### src/hdl/bcim_pkg.sv
`timescale 1ns / 1ps
`default_nettype none

package bcim_pkg;

   // Field widths of the registers and result items
   localparam int BLK_W      = 13;
   localparam int GRID_W     = 9;
   localparam int PROC_W     = 8;
   localparam int LROWS_W    = 21;
   localparam int LOCAL_W    = 20;
   localparam int ADDR_W     = 40;
   localparam int CSR_IDX_W  = 3;
   localparam int CSR_DATA_W = 21;

   // Register indexes
   localparam logic [CSR_IDX_W-1:0] REG_ROW_BLOCK   = 3'd0;
   localparam logic [CSR_IDX_W-1:0] REG_COL_BLOCK   = 3'd1;
   localparam logic [CSR_IDX_W-1:0] REG_GRID_ROWS   = 3'd2;
   localparam logic [CSR_IDX_W-1:0] REG_GRID_COLS   = 3'd3;
   localparam logic [CSR_IDX_W-1:0] REG_MY_PROC_ROW = 3'd4;
   localparam logic [CSR_IDX_W-1:0] REG_MY_PROC_COL = 3'd5;
   localparam logic [CSR_IDX_W-1:0] REG_LOCAL_ROWS  = 3'd6;

   // One result item
   typedef struct packed {
      logic [PROC_W-1:0]  owner_row;
      logic [PROC_W-1:0]  owner_col;
      logic               owned;
      logic [LOCAL_W-1:0] local_row;
      logic [LOCAL_W-1:0] local_col;
      logic [ADDR_W-1:0]  local_address;
   } result_type;

endpackage

`default_nettype wire

### src/hdl/bcim_div_pipe.sv
`timescale 1ns / 1ps
`default_nettype none

// Restoring divider, one quotient bit per register stage.
// den must be nonzero and stay put while items are in flight.
module bcim_div_pipe #(
   parameter int NUM_W = 20,
   parameter int DEN_W = 13
) (
   input  wire logic             clock,
   input  wire logic             reset,
   input  wire logic             en,
   input  wire logic             in_valid,
   input  wire logic [NUM_W-1:0] in_num,
   input  wire logic [DEN_W-1:0] den,
   output logic                  out_valid,
   output logic      [NUM_W-1:0] out_quot,
   output logic      [DEN_W-1:0] out_rem
);

   logic             valid_ff [NUM_W];
   logic [DEN_W-1:0] rem_ff   [NUM_W];
   logic [NUM_W-1:0] dq_ff    [NUM_W];   // dividend bits shift out, quotient bits in
   logic             valid_in [NUM_W];
   logic [DEN_W-1:0] rem_in   [NUM_W];
   logic [NUM_W-1:0] dq_in    [NUM_W];

   for (genvar s = 0; s < NUM_W; s++) begin : g_step
      logic [DEN_W-1:0] rem_prev;
      logic [NUM_W-1:0] dq_prev;
      logic [DEN_W:0]   shifted;
      logic [DEN_W:0]   diff;
      logic             fits;

      if (s == 0) begin : g_first
         assign rem_prev    = '0;
         assign dq_prev     = in_num;
         assign valid_in[s] = in_valid;
      end else begin : g_next
         assign rem_prev    = rem_ff[s-1];
         assign dq_prev     = dq_ff[s-1];
         assign valid_in[s] = valid_ff[s-1];
      end

      assign shifted   = {rem_prev, dq_prev[NUM_W-1]};
      assign fits      = shifted >= {1'b0, den};
      assign diff      = shifted - {1'b0, den};
      assign rem_in[s] = fits ? diff[DEN_W-1:0] : shifted[DEN_W-1:0];
      assign dq_in[s]  = {dq_prev[NUM_W-2:0], fits};
   end

   always_ff @(posedge clock) begin
      if (reset) begin
         for (int s = 0; s < NUM_W; s++) begin
            valid_ff[s] <= 1'b0;
         end
      end else if (en) begin
         for (int s = 0; s < NUM_W; s++) begin
            valid_ff[s] <= valid_in[s];
         end
      end
   end

   always_ff @(posedge clock) begin
      if (en) begin
         for (int s = 0; s < NUM_W; s++) begin
            rem_ff[s] <= rem_in[s];
            dq_ff[s]  <= dq_in[s];
         end
      end
   end

   assign out_valid = valid_ff[NUM_W-1];
   assign out_quot  = dq_ff[NUM_W-1];
   assign out_rem   = rem_ff[NUM_W-1];

endmodule

`default_nettype wire

### src/hdl/bcim_dim_map.sv
`timescale 1ns / 1ps
`default_nettype none

// One dimension: index / blk, then (index / blk) / procs.
// owner = (index / blk) mod procs, quot = index / (blk * procs), offset = index mod blk.
module bcim_dim_map #(
   parameter int INDEX_BITS = 20
) (
   input  wire logic                          clock,
   input  wire logic                          reset,
   input  wire logic                          en,
   input  wire logic                          in_valid,
   input  wire logic [INDEX_BITS-1:0]         in_index,
   input  wire logic [bcim_pkg::BLK_W-1:0]    blk,
   input  wire logic [bcim_pkg::GRID_W-1:0]   procs,
   output logic                               out_valid,
   output logic      [bcim_pkg::GRID_W-1:0]   out_owner,
   output logic      [INDEX_BITS-1:0]         out_quot,
   output logic      [bcim_pkg::BLK_W-1:0]    out_offset
);

   logic                        blk_valid;
   logic [INDEX_BITS-1:0]       blk_quot;
   logic [bcim_pkg::BLK_W-1:0]  blk_rem;
   logic [bcim_pkg::BLK_W-1:0]  offset_ff [INDEX_BITS];

   bcim_div_pipe #(
      .NUM_W (INDEX_BITS),
      .DEN_W (bcim_pkg::BLK_W)
   ) u_blk_div (
      .clock     (clock),
      .reset     (reset),
      .en        (en),
      .in_valid  (in_valid),
      .in_num    (in_index),
      .den       (blk),
      .out_valid (blk_valid),
      .out_quot  (blk_quot),
      .out_rem   (blk_rem)
   );

   bcim_div_pipe #(
      .NUM_W (INDEX_BITS),
      .DEN_W (bcim_pkg::GRID_W)
   ) u_grid_div (
      .clock     (clock),
      .reset     (reset),
      .en        (en),
      .in_valid  (blk_valid),
      .in_num    (blk_quot),
      .den       (procs),
      .out_valid (out_valid),
      .out_quot  (out_quot),
      .out_rem   (out_owner)
   );

   // offset within the block rides alongside the second divider
   always_ff @(posedge clock) begin
      if (en) begin
         offset_ff[0] <= blk_rem;
         for (int s = 1; s < INDEX_BITS; s++) begin
            offset_ff[s] <= offset_ff[s-1];
         end
      end
   end

   assign out_offset = offset_ff[INDEX_BITS-1];

endmodule

`default_nettype wire

### config.mk
export PLATFORM = sky130hd
export DESIGN_NAME = bcim_dim_map
export DESIGN_NICKNAME = d
export VERILOG_FILES = /design/src/hdl/bcim_pkg.sv /design/src/hdl/bcim_div_pipe.sv /design/src/hdl/bcim_dim_map.sv
export SDC_FILE = /design/constraint.sdc
export NUM_CORES = 2
export LEC_CHECK = 0
export BUFFER_PORTS_ARGS = -buffer_cell sky130_fd_sc_hd__buf_2
export CORE_AREA = 2 2 270 538
export CTS_CLUSTER_SIZE = 14
export DETAILED_ROUTE_END_ITERATION = 6
export DIE_AREA = 0 0 272 540
export HOLD_SLACK_MARGIN = 0.03
export PLACE_DENSITY = 0.7
export SKIP_CTS_REPAIR_TIMING = 1
export SYNTH_ARGS = -nofsm -noshare
export SYNTH_HDL_FRONTEND = slang
export SYNTH_HIERARCHICAL = 1
export SYNTH_SLANG_ARGS = --single-unit
### constraint.sdc
create_clock -name clock -period 7.6 [get_ports clock]
set_input_delay 1.52 -clock clock [delete_from_list [all_inputs] [get_ports clock]]
set_output_delay 1.52 -clock clock [all_outputs]
set_load 0.005 [all_outputs]
---- After elaboration in Yosys (flattened, before gate mapping) ----
Memories as Yosys holds them, arrays and structs flattened.
Index checks and enable logic that the tools add are counted.
storage, ports and cells
  RAM bits ................................ 1,540
  memories ................................ 7
  word-level logic and storage cells ...... 213
  flip-flop bits (word level) ............. 0
memories
  memory              words  bits a word  read ports  clocked after Yosys merged registers in  wr ports  RTL line             source
  u_blk_div.dq_ff     20     20           20          0                                        20        bcim_div_pipe.sv:23  logic [NUM_W-1:0] dq_ff [NUM_W];
  u_grid_div.dq_ff    20     20           20          0                                        20        bcim_div_pipe.sv:23
  offset_ff           20     13           20          0                                        20        bcim_dim_map.sv:25   logic [bcim_pkg::BLK_W-1:0] offset_ff [INDEX_BITS];
  u_blk_div.rem_ff    20     13           20          0                                        20        bcim_div_pipe.sv:22  logic [DEN_W-1:0] rem_ff [NUM_W];
  u_grid_div.rem_ff   20     9            20          0                                        20        bcim_div_pipe.sv:22
  u_blk_div.valid_ff  20     1            20          0                                        20        bcim_div_pipe.sv:21  logic valid_ff [NUM_W];
  +1 memories         -      -            -           -                                        -         -
cells by class
  add/sub/neg operators ................... 40
  bitwise operators ....................... 40
  multiplexer cells ....................... 86
  magnitude comparators ................... 40
operator list
  operator          number
  $ge A14 B13 Y1    19
  $mux W13          20
  $sub A13 B13 Y13  19
  $ge A10 B9 Y1     19
  $mux W9           20
  $sub A9 B9 Y9     19
  $mux W1           46
  $or A1 B1 Y1      40
  $ge A1 B13 Y1     1
  $sub A1 B13 Y13   1
  $ge A1 B9 Y1      1
  $sub A1 B9 Y9     1

---- Logic depth before layout (Yosys ltp) ----
  depth in word-level cells ............... 4
  mapped depth ............................ 11
  mapped depth without buffers ............ 11

---- By module ----
Netlist, hierarchy kept.
by module, submodules not included
  module                      area each (um^2)  seq. area each (um^2)  times used  cells each
  bcim_div_pipe (u_blk_div)   35,357.7          20,419.6               1           2,630
  bcim_div_pipe (u_grid_div)  27,680.3          18,017.3               1           1,787
  bcim_dim_map                7,905.1           7,807.5                1           273

---- Worst setup path before layout ----
Ideal clock, no wire load.
  kind .................................... input port to flip-flop
  start point ............................. in procs[1] (netlist name)
  end point ............................... mem u_grid_div/rem_ff[4][28] (netlist name) (data pin)
  stages .................................. 7
  path slack .............................. 3.105 ns
  buffers on the path ..................... 0
  data arrival time ....................... 4.235 ns
  path through ............................ inv_1 -> fa_1 -> a21o_1 -> a21oi_2 -> a311o_1 -> a22oi_4 -> mux2_2
RTL lines
  item             RTL line             source
  start, declared  bcim_dim_map.sv:15   input wire logic [bcim_pkg::GRID_W-1:0] procs,
  end, declared    bcim_div_pipe.sv:22

==> summary.txt <==
Run status
  – Status: complete, no violations

Final layout
  – Nets@finish: 5384
  – Fillers: 11424
  – Design area: around 80000 um2
  – Multi-input gate area: roughly 23000 um2
  – Register area: 46200 um2
  – Commonest non-fill, non-tap cell in the layout: edfxtp_1
  – Share of layout cells above drive strength 1: 14.0%
  – Post-layout util: between 50 and 60%
  – Area grow syn2layout: 9.83%
  – Non-Filler Instances: 6839
  – Commonest cells after routing, fill and taps aside: edfxtp_1, ha_1, mux2_2

Clock network
  – CTS max path bufs: 4
  – Clock Pin Slew Worst Setup and Hold Paths: 0.06 ns
  – CTS tree: yes
  – CTS H-tree lvls: 4
  – Clock sink count: roughly 1500
  – Worst skew pair latency: 0.79 ns
  – Number of CTS-inserted buffers: 149
  – CTS root buf: clkbuf_16

STA
  – Final Hold Fails: 0
  – WHS: 0.357 ns
  – Fmax: approximately 200 MHz
  – Slew Limit Fails: 0
  – Worst-Margin Slew: 1.10 ns
  – Clock Skew: 0.0612 ns
  – Finish-stage setup viols: 0
  – Setup WS post-layout: around 2.6 ns
  – RSZ-0062 raised after global routing: no
  – Final min period: about 5.0 ns
  – Final setup TNS: 0 ns
  – Slew headroom: between 20% and 30%
  – Period Utilization, post-route: 65.2%

Setup path
  – Data arrival, critical path: roughly 5.4 ns
  – Startpoint Class: input pin
  – RR Startpoint: u_blk_div/dq_ff[2][79]
  – WP data required: 8.08 ns
  – CP max FO: 14
  – CP startpoint: blk[7]
  – Crit end category: flop
  – WS Path Type: input pin to flop

Detailed routing
  – Via density: 5.71
  – Routed WL per cell: ~20 um
  – Vias: 39020
  – DRC: 0
  – Routed Antenna Nets: 0
  – DR pass1 iterations: 7
  – Drt initial violations: about 2200
  – Routed WL: around 140000 um

Synth
  – Synth Cell Area: 70900 um2
  – Syn Inst Count: 4690
  – Main flop type after synthesis: edfxtp_1
  – Area fraction of the dominant cell type after synthesis: around two thirds
  – Synth cell types: 87
  – FFs w/ async S/R, synth: 0%
  – Syn avg cell area: 15.1 um2
  – Yosys warning count: 6
  – Synth Register Bits: 1540
  – Area contributors post-synth: edfxtp_1, ha_1, mux2_2
  – Post-synth top area cell: edfxtp_1
  – Net count after synthesis: about 5200
  – Post-synth EDFFs: 1540
  – Sequential area share after synthesis: 65.2%

GRT
  – Vias in the first global route: 40218
  – Initial antenna violation count: 4
  – GRT Overall Usage: 18.7%
  – Largest net degree at the start of global routing: approximately 180
  – Grt ovf: 0
  – Global-route wire length before repair: 215000 um

Worst hold path
  – Hold path start: u_blk_div/dq_ff[4][42]
  – Worst hold path type: flop to flop

Place
  – Placed Area: between 70000 and 80000 um2
  – DP Worst Slack: 1.89 ns
  – Placer Congestion: 0.882
  – Inst Count DP: 6608
  – Detailed Place HPWL: around 94000 um
  – Port-buffer cells: 88

Pwr
  – Leakage: around 29 nW
  – Pwr Density: 383 nW/um2
  – Maximum vdd ir drop: roughly 0.26 mV
  – Total power: 29.8 mW

Floorplan
  – Io pins: 89
  – Rows: 196
  – DIE AREA: 147000 um2
  – Chip height: 540 um
  – Initial Util: 49.8%
  – Core box area: 142000 um2
  – Die Wd: 272 um

Flow run
  – Max Cap Viol: 0
==> worst paths after layout <==
path                             endpoint  slack (ns)  cells after the start
hold / removal     u_blk_div/dq_ff[4][63]        0.36                      0
setup reg to reg   u_blk_div/rem_ff[3][3]        3.84                     10
hold reg to reg    u_blk_div/dq_ff[4][63]        0.36                      0
setup / recovery  u_blk_div/rem_ff[4][46]        2.64                     11
==> layer usage <==
| metal | global-route usage (%) | up-vias | part of all wire, % |
|---|---|---|---|
| met4 | 13.9 | 2 | 7.9 |
| met5 | 0 | - | 0.0065 |
| met2 | 35.1 | 892 | 54 |
| li1 | - | 18468 | - |
| met3 | 2.41 | 454 | 3.2 |
| met1 | 18.7 | 19204 | 35 |
==> cell families after synthesis <==
kind of cell | after synthesis | share of synthesized area (%)
compound gates | 934 | 9.21
xor+xnor | 265 | 3.27
fa+ha+maj | 460 | 8.51
buf+inv | 292 | 1.92
flops | 1540 | 65.2
mux | 372 | 5.77
simple gates | 827 | 6.13
==> final cells by class <==
class	instances	area share [%]
inverter	199	0.960
tap	1881	3.02
clock inverter	52	0.605
antenna	4	0.0128
timing repair buffer	130	1.13
clock buffer	175	4.97
sequential	1540	59.3
multi-input combinational	2858	30.0
==> flip-flops by register name (all words and copies together) (netlist names) <==
signal and flops:
u_blk_div/valid_ff 20, offset_ff 260, u_grid_div/valid_ff 20, u_grid_div/dq_ff 400
u_blk_div/dq_ff 400, u_blk_div/rem_ff 260, u_grid_div/rem_ff 180
==> synthesized netlist by cell type, types with 49 or more instances <==
cell type / n
nand2_1: 148
inv_1: 196
mux2i_1: 74
edfxtp_1: 1540
xor2_1: 98
nor2b_1: 69
nor3_1: 75
buf_4: 59
mux2_2: 278
nand4_1: 66
ha_1: 422
xnor2_1: 167
a21o_1: 107
nor2_1: 187
nand2b_1: 71
and2_1: 63
o21ai_0: 171
o21a_1: 49
a21oi_1: 242
==> worst max-delay path: stages <==
cell and delay [ns]:
buf_2 0.10, clkinv_1 0.75, buf_4 0.52, ha_1 0.38, a21o_1 0.20, a21o_1 0.18, a21oi_1 0.27, o21a_1 0.17
o21ai_0 0.15, a311oi_4 0.81, mux2_1 0.38
==> power breakdown <==
group	total, mW	switching [mW]	leakage, nW	internal (mW)
Clock	6.83	3.01	2.10	3.82
Combinational	10.4	5.58	11.5	4.81
Sequential	12.6	0.951	15.1	11.7
Total	29.8	9.54	28.7	20.3
No activity file was read; power rests on OpenSTA's default activity.
